[src/rtl/pida_pkg.sv]
package pida_pkg;

    // Field widths fixed by the identifier format.
    localparam int PID_W    = 8;
    localparam int STATUS_W = 2;
    localparam int CMD_W    = 2;
    localparam int ERR_W    = 2;
    localparam int NEXT_W   = 9;
    localparam int ID_SPACE = 256;

    // Command codes carried in a request beat.
    typedef enum logic [CMD_W-1:0] {
        CMD_ALLOC  = 2'd0,
        CMD_CHANGE = 2'd1,
        CMD_QUERY  = 2'd2,
        CMD_NONE   = 2'd3
    } cmd_t;

    // Error codes returned in a response beat.
    localparam logic [ERR_W-1:0] ERR_OK         = 2'd0;
    localparam logic [ERR_W-1:0] ERR_UNASSIGNED = 2'd1;
    localparam logic [ERR_W-1:0] ERR_EXHAUSTED  = 2'd2;

    // Lifetime status codes.
    localparam logic [STATUS_W-1:0] STATUS_FREE = 2'd0;
    localparam logic [STATUS_W-1:0] STATUS_NEW  = 2'd3;

    // Register map: one register, selected by word address bit.
    localparam logic REG_FIRST_PID   = 1'b0;
    localparam logic [PID_W-1:0] FIRST_PID_RESET = 8'd2;

    // Enables for one synchronous memory.
    typedef struct packed {
        logic rd_en;
        logic wr_en;
    } mem_ctl_t;

endpackage

[src/rtl/pida_if.sv]
// Request channel: one command beat.
interface pida_req_if
    import pida_pkg::*;
();
    logic              valid;
    logic              ready;
    logic [CMD_W-1:0]  command;
    logic [PID_W-1:0]  pid;
    logic [STATUS_W-1:0] status_mask;

    modport source (output valid, output command, output pid, output status_mask,
                    input ready);
    modport sink   (input valid, input command, input pid, input status_mask,
                    output ready);
endinterface

// Response channel: one result beat.
interface pida_rsp_if
    import pida_pkg::*;
();
    logic             valid;
    logic             ready;
    logic [PID_W-1:0] granted_pid;
    logic             in_use;
    logic [ERR_W-1:0] error_code;

    modport source (output valid, output granted_pid, output in_use, output error_code,
                    input ready);
    modport sink   (input valid, input granted_pid, input in_use, input error_code,
                    output ready);
endinterface

[src/rtl/pida_status_mem.sv]
module pida_status_mem
    import pida_pkg::*;
#(
    parameter int DEPTH = 256,
    parameter int AW    = 8
) (
    input  logic                clk,
    input  logic                rst_n,
    input  mem_ctl_t            ctl,
    input  logic [AW-1:0]       rd_addr,
    output logic [STATUS_W-1:0] rd_data,
    input  logic [AW-1:0]       wr_addr,
    input  logic [STATUS_W-1:0] wr_data
);

    logic [STATUS_W-1:0] mem [DEPTH];
    logic [DEPTH-1:0]    valid_reg;
    logic [STATUS_W-1:0] data_reg;
    logic                hit_reg;

    // Valid bits stand in for clearing the table at reset.
    always_ff @(posedge clk or negedge rst_n)
    begin
        if (!rst_n)
        begin
            valid_reg <= '0;
            hit_reg   <= 1'b0;
        end
        else
        begin
            if (ctl.wr_en)
            begin
                valid_reg[wr_addr] <= 1'b1;
            end
            if (ctl.rd_en)
            begin
                hit_reg <= valid_reg[rd_addr];
            end
        end
    end

    // Storage with one write port and one registered read port.
    always_ff @(posedge clk)
    begin
        if (ctl.wr_en)
        begin
            mem[wr_addr] <= wr_data;
        end
        if (ctl.rd_en)
        begin
            data_reg <= mem[rd_addr];
        end
    end

    // An entry never written reads as free.
    assign rd_data = hit_reg ? data_reg : STATUS_FREE;

endmodule

[src/rtl/pida_free_stack.sv]
module pida_free_stack
    import pida_pkg::*;
#(
    parameter int DEPTH = 256,
    parameter int AW    = 8
) (
    input  logic             clk,
    input  mem_ctl_t         ctl,
    input  logic [AW-1:0]    rd_addr,
    output logic [PID_W-1:0] rd_data,
    input  logic [AW-1:0]    wr_addr,
    input  logic [PID_W-1:0] wr_data
);

    logic [PID_W-1:0] mem [DEPTH];
    logic [PID_W-1:0] data_reg;

    // Stack storage; the pointer lives in the controller.
    always_ff @(posedge clk)
    begin
        if (ctl.wr_en)
        begin
            mem[wr_addr] <= wr_data;
        end
        if (ctl.rd_en)
        begin
            data_reg <= mem[rd_addr];
        end
    end

    assign rd_data = data_reg;

endmodule

[src/rtl/pid_allocator_with_exit_status.sv]
// Channel   Direction  Beat contents
// req       in         command, pid, status_mask
// rsp       out        granted_pid, in_use, error_code
// apb       in/out     first_pid register at byte address 0
//
// On acceptance a request reads the status table and the top of the free
// stack; in the S_EXEC state the block then modifies and writes them back
// and loads the response register. A new request is taken while a response
// waits. Reset clears the status table through per-entry valid bits, so no
// clearing pass is needed. A stalled response holds the block in S_EXEC
// until the beat is taken.
module pid_allocator_with_exit_status
    import pida_pkg::*;
#(
    parameter int MAX_PIDS = 256
) (
    input  logic        clk,
    input  logic        rst_n,
    input  logic        psel,
    input  logic        penable,
    input  logic        pwrite,
    input  logic [2:0]  paddr,
    input  logic [31:0] pwdata,
    output logic [31:0] prdata,
    output logic        pready,
    pida_req_if.sink    req,
    pida_rsp_if.source  rsp
);

    localparam int TBL_DEPTH = (MAX_PIDS < ID_SPACE) ? MAX_PIDS : ID_SPACE;
    localparam int TBL_AW    = $clog2(TBL_DEPTH);
    localparam int STK_AW    = $clog2(MAX_PIDS);
    localparam int FCW       = $clog2(MAX_PIDS + 1);

    typedef enum logic {
        S_IDLE,
        S_EXEC
    } state_t;

    state_t              state_reg, state_next;
    cmd_t                cmd_reg, cmd_next;
    logic [PID_W-1:0]    pid_reg, pid_next;
    logic [STATUS_W-1:0] mask_reg, mask_next;
    logic [FCW-1:0]      free_count_reg, free_count_next;
    logic [NEXT_W-1:0]   next_fresh_reg, next_fresh_next;
    logic [PID_W-1:0]    first_pid_reg, first_pid_next;
    logic                rsp_valid_reg, rsp_valid_next;
    logic [PID_W-1:0]    granted_reg, granted_next;
    logic                in_use_reg, in_use_next;
    logic [ERR_W-1:0]    error_reg, error_next;

    mem_ctl_t            tbl_ctl, stk_ctl;
    logic [TBL_AW-1:0]   tbl_wr_addr;
    logic [STATUS_W-1:0] tbl_rd_data, tbl_wr_data;
    logic [STK_AW-1:0]   stk_rd_addr, stk_wr_addr;
    logic [PID_W-1:0]    stk_rd_data, stk_wr_data;
    logic [FCW-1:0]      pop_index;
    logic [STATUS_W-1:0] masked_status;
    logic                cfg_wr, exec_fire, pid_ok, stack_room;

    // Configuration port.
    assign pready = 1'b1;
    assign cfg_wr = psel && penable && pwrite && (paddr[2] == REG_FIRST_PID);
    assign prdata = (paddr[2] == REG_FIRST_PID) ? {24'd0, first_pid_reg} : 32'd0;

    // Stack pointer arithmetic and range checks.
    assign pop_index     = free_count_reg - FCW'(1);
    assign stk_rd_addr   = pop_index[STK_AW-1:0];
    assign stk_wr_addr   = free_count_reg[STK_AW-1:0];
    assign stk_wr_data   = pid_reg;
    assign stack_room    = 32'(free_count_reg) < MAX_PIDS;
    assign pid_ok        = 32'(pid_reg) < MAX_PIDS;
    assign masked_status = tbl_rd_data & mask_reg;

    assign req.ready = (state_reg == S_IDLE);
    assign exec_fire = (state_reg == S_EXEC) && (!rsp_valid_reg || rsp.ready);

    // Sequencer: read on acceptance, modify and write back in S_EXEC once the response register is free.
    always_comb
    begin
        state_next      = state_reg;
        cmd_next        = cmd_reg;
        pid_next        = pid_reg;
        mask_next       = mask_reg;
        free_count_next = free_count_reg;
        next_fresh_next = next_fresh_reg;
        first_pid_next  = first_pid_reg;
        rsp_valid_next  = rsp_valid_reg;
        granted_next    = granted_reg;
        in_use_next     = in_use_reg;
        error_next      = error_reg;
        tbl_ctl         = '0;
        stk_ctl         = '0;
        tbl_wr_addr     = pid_reg[TBL_AW-1:0];
        tbl_wr_data     = masked_status;

        if (rsp_valid_reg && rsp.ready)
        begin
            rsp_valid_next = 1'b0;
        end

        if (cfg_wr)
        begin
            first_pid_next  = pwdata[PID_W-1:0];
            next_fresh_next = {1'b0, pwdata[PID_W-1:0]};
        end

        case (state_reg)
            S_IDLE:
            begin
                if (req.valid)
                begin
                    cmd_next      = cmd_t'(req.command);
                    pid_next      = req.pid;
                    mask_next     = req.status_mask;
                    tbl_ctl.rd_en = 1'b1;
                    stk_ctl.rd_en = 1'b1;
                    state_next    = S_EXEC;
                end
            end
            S_EXEC:
            begin
                if (exec_fire)
                begin
                    granted_next   = '0;
                    in_use_next    = 1'b0;
                    error_next     = ERR_OK;
                    rsp_valid_next = 1'b1;
                    state_next     = S_IDLE;
                    case (cmd_reg)
                        CMD_ALLOC:
                        begin
                            // Reuse the most recently freed identifier first.
                            if (free_count_reg != '0)
                            begin
                                granted_next    = stk_rd_data;
                                free_count_next = pop_index;
                            end
                            else if (32'(next_fresh_reg) < TBL_DEPTH)
                            begin
                                granted_next    = next_fresh_reg[PID_W-1:0];
                                next_fresh_next = next_fresh_reg + NEXT_W'(1);
                            end
                            else
                            begin
                                error_next = ERR_EXHAUSTED;
                            end
                            if (error_next == ERR_OK && 32'(granted_next) < MAX_PIDS)
                            begin
                                tbl_ctl.wr_en = 1'b1;
                                tbl_wr_addr   = granted_next[TBL_AW-1:0];
                                tbl_wr_data   = STATUS_NEW;
                            end
                        end
                        CMD_CHANGE:
                        begin
                            if (!pid_ok || tbl_rd_data == STATUS_FREE)
                            begin
                                error_next = ERR_UNASSIGNED;
                            end
                            else
                            begin
                                tbl_ctl.wr_en = 1'b1;
                                // A status that drops to free goes on the stack when there is room.
                                if (masked_status == STATUS_FREE && stack_room)
                                begin
                                    stk_ctl.wr_en   = 1'b1;
                                    free_count_next = free_count_reg + FCW'(1);
                                end
                            end
                        end
                        CMD_QUERY:
                        begin
                            in_use_next = pid_ok && (tbl_rd_data != STATUS_FREE);
                        end
                        default:
                        begin
                            error_next = ERR_OK;
                        end
                    endcase
                end
            end
            default:
            begin
                state_next = S_IDLE;
            end
        endcase
    end

    // Control state and the registered response beat.
    always_ff @(posedge clk or negedge rst_n)
    begin
        if (!rst_n)
        begin
            state_reg      <= S_IDLE;
            free_count_reg <= '0;
            next_fresh_reg <= {1'b0, FIRST_PID_RESET};
            first_pid_reg  <= FIRST_PID_RESET;
            rsp_valid_reg  <= 1'b0;
            granted_reg    <= '0;
            in_use_reg     <= 1'b0;
            error_reg      <= ERR_OK;
        end
        else
        begin
            state_reg      <= state_next;
            free_count_reg <= free_count_next;
            next_fresh_reg <= next_fresh_next;
            first_pid_reg  <= first_pid_next;
            rsp_valid_reg  <= rsp_valid_next;
            granted_reg    <= granted_next;
            in_use_reg     <= in_use_next;
            error_reg      <= error_next;
        end
    end

    // Captured request.
    always_ff @(posedge clk)
    begin
        cmd_reg  <= cmd_next;
        pid_reg  <= pid_next;
        mask_reg <= mask_next;
    end

    assign rsp.valid       = rsp_valid_reg;
    assign rsp.granted_pid = granted_reg;
    assign rsp.in_use      = in_use_reg;
    assign rsp.error_code  = error_reg;

    pida_status_mem #(
        .DEPTH (TBL_DEPTH),
        .AW    (TBL_AW)
    ) u_status (
        .clk     (clk),
        .rst_n   (rst_n),
        .ctl     (tbl_ctl),
        .rd_addr (req.pid[TBL_AW-1:0]),
        .rd_data (tbl_rd_data),
        .wr_addr (tbl_wr_addr),
        .wr_data (tbl_wr_data)
    );

    pida_free_stack #(
        .DEPTH (MAX_PIDS),
        .AW    (STK_AW)
    ) u_stack (
        .clk     (clk),
        .ctl     (stk_ctl),
        .rd_addr (stk_rd_addr),
        .rd_data (stk_rd_data),
        .wr_addr (stk_wr_addr),
        .wr_data (stk_wr_data)
    );

endmodule
[src/flat_wrapper.sv]
// flat-port wrapper written by rule: the top's interface ports become plain ports
module pid_allocator_with_exit_status_flat import pida_pkg::*;
#(
    parameter int MAX_PIDS = 256
)
  (clk, rst_n, psel, penable, pwrite, paddr, pwdata, prdata, pready, req_valid, req_command, req_pid, req_status_mask, req_ready, rsp_valid, rsp_granted_pid, rsp_in_use, rsp_error_code, rsp_ready);
  pida_req_if req_i ();
  pida_rsp_if rsp_i ();
  input  logic clk;
  input  logic rst_n;
  input  logic psel;
  input  logic penable;
  input  logic pwrite;
  input  logic [2:0] paddr;
  input  logic [31:0] pwdata;
  output logic [31:0] prdata;
  output logic pready;
  input wire logic [$bits(req_i.valid)-1:0] req_valid;
  input wire logic [$bits(req_i.command)-1:0] req_command;
  input wire logic [$bits(req_i.pid)-1:0] req_pid;
  input wire logic [$bits(req_i.status_mask)-1:0] req_status_mask;
  output wire logic [$bits(req_i.ready)-1:0] req_ready;
  output wire logic [$bits(rsp_i.valid)-1:0] rsp_valid;
  output wire logic [$bits(rsp_i.granted_pid)-1:0] rsp_granted_pid;
  output wire logic [$bits(rsp_i.in_use)-1:0] rsp_in_use;
  output wire logic [$bits(rsp_i.error_code)-1:0] rsp_error_code;
  input wire logic [$bits(rsp_i.ready)-1:0] rsp_ready;
  assign req_i.valid = req_valid;
  assign req_i.command = req_command;
  assign req_i.pid = req_pid;
  assign req_i.status_mask = req_status_mask;
  assign req_ready = req_i.ready;
  assign rsp_valid = rsp_i.valid;
  assign rsp_granted_pid = rsp_i.granted_pid;
  assign rsp_in_use = rsp_i.in_use;
  assign rsp_error_code = rsp_i.error_code;
  assign rsp_i.ready = rsp_ready;
  pid_allocator_with_exit_status #(.MAX_PIDS(MAX_PIDS)) u_core (.clk(clk), .rst_n(rst_n), .psel(psel), .penable(penable), .pwrite(pwrite), .paddr(paddr), .pwdata(pwdata), .prdata(prdata), .pready(pready), .req(req_i), .rsp(rsp_i));
endmodule
[config.mk]
export PLATFORM = sky130hd
export DESIGN_NAME = pid_allocator_with_exit_status_flat
export DESIGN_NICKNAME = d
export VERILOG_FILES = /design/src/rtl/pida_pkg.sv /design/src/rtl/pida_if.sv /design/src/rtl/pida_status_mem.sv /design/src/rtl/pida_free_stack.sv /design/src/rtl/pid_allocator_with_exit_status.sv /design/src/flat_wrapper.sv
export SDC_FILE = /design/constraint.sdc
export NUM_CORES = 2
export LEC_CHECK = 0
export ABC_AREA = 0
export BUFFER_PORTS_ARGS = -buffer_cell sky130_fd_sc_hd__buf_2
export CORE_UTILIZATION = 50
export DETAILED_ROUTE_END_ITERATION = 8
export PLACE_DENSITY_LB_ADDON = 0.25
export SLEW_MARGIN = 5
export SYNTH_ARGS = -nofsm -noshare
export SYNTH_HDL_FRONTEND = slang
export SYNTH_HIERARCHICAL = 1
export SYNTH_SLANG_ARGS = --single-unit
[constraint.sdc]
create_clock -name clk -period 7.7 [get_ports clk]
set_clock_uncertainty 0.15 [all_clocks]
set_input_delay 0.385 -clock clk [delete_from_list [all_inputs] [get_ports clk]]
set_output_delay 0.385 -clock clk [all_outputs]
set_load 0.02 [all_outputs]
==> impl_metrics.tcl <==
set metrics [dict create \
    synth-edff-count 2582 \
    finalSetupViolCount 0 \
    setup.worst_path.class "reg2reg" \
    cts_tree "built" \
    crit_chain "buf_4 > inv_8 > ha_1 > nor3b_1 > xor2_4 > buf_12 > nor3b_2 > o221ai_1 > o22ai_1 > o32ai_1 > nor3_1 > nor4_1" \
    synthFlopType "edfxtp_1" \
    dieArea_sq_um 229000 \
    ant_nets 0 \
    io_pins 100 \
    largest_reg_flops 2048 \
    drtIter0Drc 6852 \
    hold_viol 0 \
    clk_latency_ps 920 \
    regArea_sq_um 84900 \
    rows 174 \
    ys_types 77 \
    seq_area_frac_synth 0.748 \
    grt_overflow 0 \
    synth_compound_area_frac 0.0355 \
    syn_inst 5909 \
    critPathLaunchType "flip-flop" \
    synth_warnings 6 \
    synth_mux_area_frac 0.142 \
    setup_tns_ps 0 \
    clock_sinks 2878 \
    synthSimpleGateAreaFrac 0.0525 \
    globalRouteTotalUtil 0.240 \
    drc 20 \
    crit_required_ps 8150 \
    crit_path_max_fanout 30 \
    port_buffers 48 \
    fin_crit_ps 5950 \
    grt_max_degree 197 \
    fill_cells 16731 \
    powerDensity_nw_per_um2 358 \
    detail_route.wl_per_cell_um 29.4 \
    dr.pass1.iters 9 \
    cts-root-buf "clkbuf_16" \
    netlist_area_sq_um 114000 \
    cts-htree-levels 5 \
    worst_hold_path_type "in2reg" \
    cts_buffer_depth 4 \
    gp_congestion 0.889 \
    irDropWorstVdd_mv 0.457 \
    vias 58171 \
    antenna_found_initial 12 \
    violations "DRC" \
    syn_to_final_growth_pct 11.9 \
    start_util 0.504 \
    end_kind "flip-flop" \
    fmax_mhz 168 \
    max_stage_delay_ps 1130 \
    dpl.cell_count 8719 \
    rsz0062_at_grt "false" \
    finalCritPeriodShare 0.773 \
    post-cts-setup-buffers 0 \
    worst_pin_slew_ps 1430 \
    grt_pass1_wl_mm 402 \
    die_y_um 478 \
    grt_pass1_vias 58660 \
    crit_path_top_delay_cell "nor3_1" \
    synth_fa_ha_area_frac 0.000441 \
    r2r_slack_ps 1750 \
    drv_slew 0 \
    core_region_area_sq_um 225000 \
    cts_made_buffers 308 \
    max_cap_viol_count 0 \
    synthArstFlopShare 0.103 \
    avgSynthCellArea_sq_um 19.2 \
    synth_top_family_by_area "multiplexers" \
    synth_seq_cells 2878 \
    drive_above_1_share 0.248 \
    clkSlewWorstSetupHoldPaths_ps 60 \
    status "finished with violations" \
    stdcell_count 9299 \
    avgViaCountPerCell 6.26 \
    die_w_um 478 \
    synthXorXnorAreaFrac 0.00108 \
    leakage_nw 42.2 \
    drt-total-wl_mm 274 \
    dp.final_hpwl_mm 163 \
    relSlewSlack 0.0415 \
    multi_input_area_sq_um 26600 \
    final_nets 6131 \
    crit_arrival_ps 6400 \
]
area by class of cell:
| class | count | share of cell area |
|---|---|---|
| Sequential cell | 2878 | 0.669 |
| Multi-Input combinational cell | 2659 | 0.209 |
| Clock buffer | 374 | 0.0643 |
| Tap cell | 2992 | 0.0295 |
| Timing Repair Buffer | 211 | 0.0141 |
| Clock inverter | 167 | 0.0135 |
| Inverter | 15 | 0.000562 |
| Antenna cell | 3 | 0.0000591 |
cell usage after synthesis, types with 58 or more instances:
master | count | area, sq um
nor2_1 | 566 | 2120
a21oi_1 | 138 | 691
buf_4 | 58 | 435
mux4_2 | 633 | 14300
nand3_1 | 74 | 370
or2_2 | 263 | 1650
dfrtp_1 | 294 | 7360
buf_2 | 58 | 290
a22oi_1 | 202 | 1520
edfxtp_1 | 2582 | 77500
nand2_1 | 118 | 443
clkbuf_1 | 179 | 672
mux2i_1 | 173 | 1730
what timing repair did:
item,4_1_cts,5_1_grt
hold buffers,36,0
resized for setup,0,0
hold endpoints to repair,131,0
metal layers:
metal / up-vias / wire (um) / track usage / part of all wire
met5: - / 8 / 0 / 0.000029
met4: 2 / 7850 / 0.0698 / 0.029
met3: 507 / 25900 / 0.0539 / 0.095
met2: 2720 / 131000 / 0.377 / 0.48
met1: 30769 / 109000 / 0.339 / 0.40
li1: 24173 / - / - / -
worst max-delay path: cells and delay by family (launching register included):
kind            cells  cell delay (ps)
simple gates        4             2670
flops               1              360
buf+inv             3              770
fa+ha+maj           1              440
compound gates      3              860
xor+xnor            1              350
worst paths after layout:
check | endpoint | cells after the start | startpoint
max | u_core/u_stack/rd_data[3]$_DFFE_PP_ | 12 | u_core/free_count_reg[0]$_DFFE_PN0P_
min | u_core/next_fresh_reg[4]$_DFF_PN0_ | 5 | psel
max reg2reg | u_core/u_stack/rd_data[3]$_DFFE_PP_ | 12 | u_core/free_count_reg[0]$_DFFE_PN0P_
min reg2reg | u_core/u_status/valid_reg[90]$_DFFE_PN0P_ | 1 | u_core/u_status/valid_reg[90]$_DFFE_PN0P_
max in group asynchronous | u_core/u_status/valid_reg[147]$_DFFE_PN0P_ | 4 | rst_n
min in group asynchronous | u_core/first_pid_reg[1]$_DFFE_PN1N_ | 3 | rst_n
where the power goes:
group | internal (mW) | switching, mW | leakage [nW] | total (mW)
Combinational | 4.71 | 7.99 | 9.97 | 12.7
Clock | 8.64 | 5.87 | 4.86 | 14.5
Sequential | 18.0 | 0.305 | 27.4 | 18.3
Total | 31.3 | 14.2 | 42.2 | 45.5
cell usage in the layout, fill, tap and decap left out, types with 56 or more instances in the layout:
master     instances
nand3_1           71
dfrtp_1          294
buf_4            112
clkinv_2          65
nand2_1          115
or2_2            263
mux4_2           633
o221ai_1          56
a21oi_1          138
a22oi_1          202
edfxtp_1        2582
clkbuf_16        313
mux2i_1          173
nor2_1           559
stage by stage:
| stage | setup WS [ps] | hold WS (ps) | utilization | instance area, sq um | power [mW] |
|---|---|---|---|---|---|
| 5_1_grt | 1620 | 97.1 | 0.564 | 127000 | 46.9 |
| 2_1_floorplan | 2060 | -60.6 | - | 114000 | 27.1 |
| 3_5_place_dp | 2140 | 298 | 0.519 | 117000 | 31.2 |
| 6_report | 1750 | 58.9 | 0.564 | 127000 | 45.5 |
| 3_3_place_gp | 2190 | 295 | 0.519 | 117000 | 31.1 |
| 4_1_cts | 2150 | 6.25 | 0.564 | 127000 | 45.6 |
kinds of logic (layout without fill, tap and decap cells):
group | count (synthesis) | in the layout
flops | 2878 | 2878
simple gates | 1236 | 1236
mux | 811 | 811
compound gates | 569 | 569
buf+inv | 395 | 767
xor+xnor | 14 | 14
fa+ha+maj | 4 | 4
other cells | 2 | 28
No activity file was read; power rests on OpenSTA's default activity.
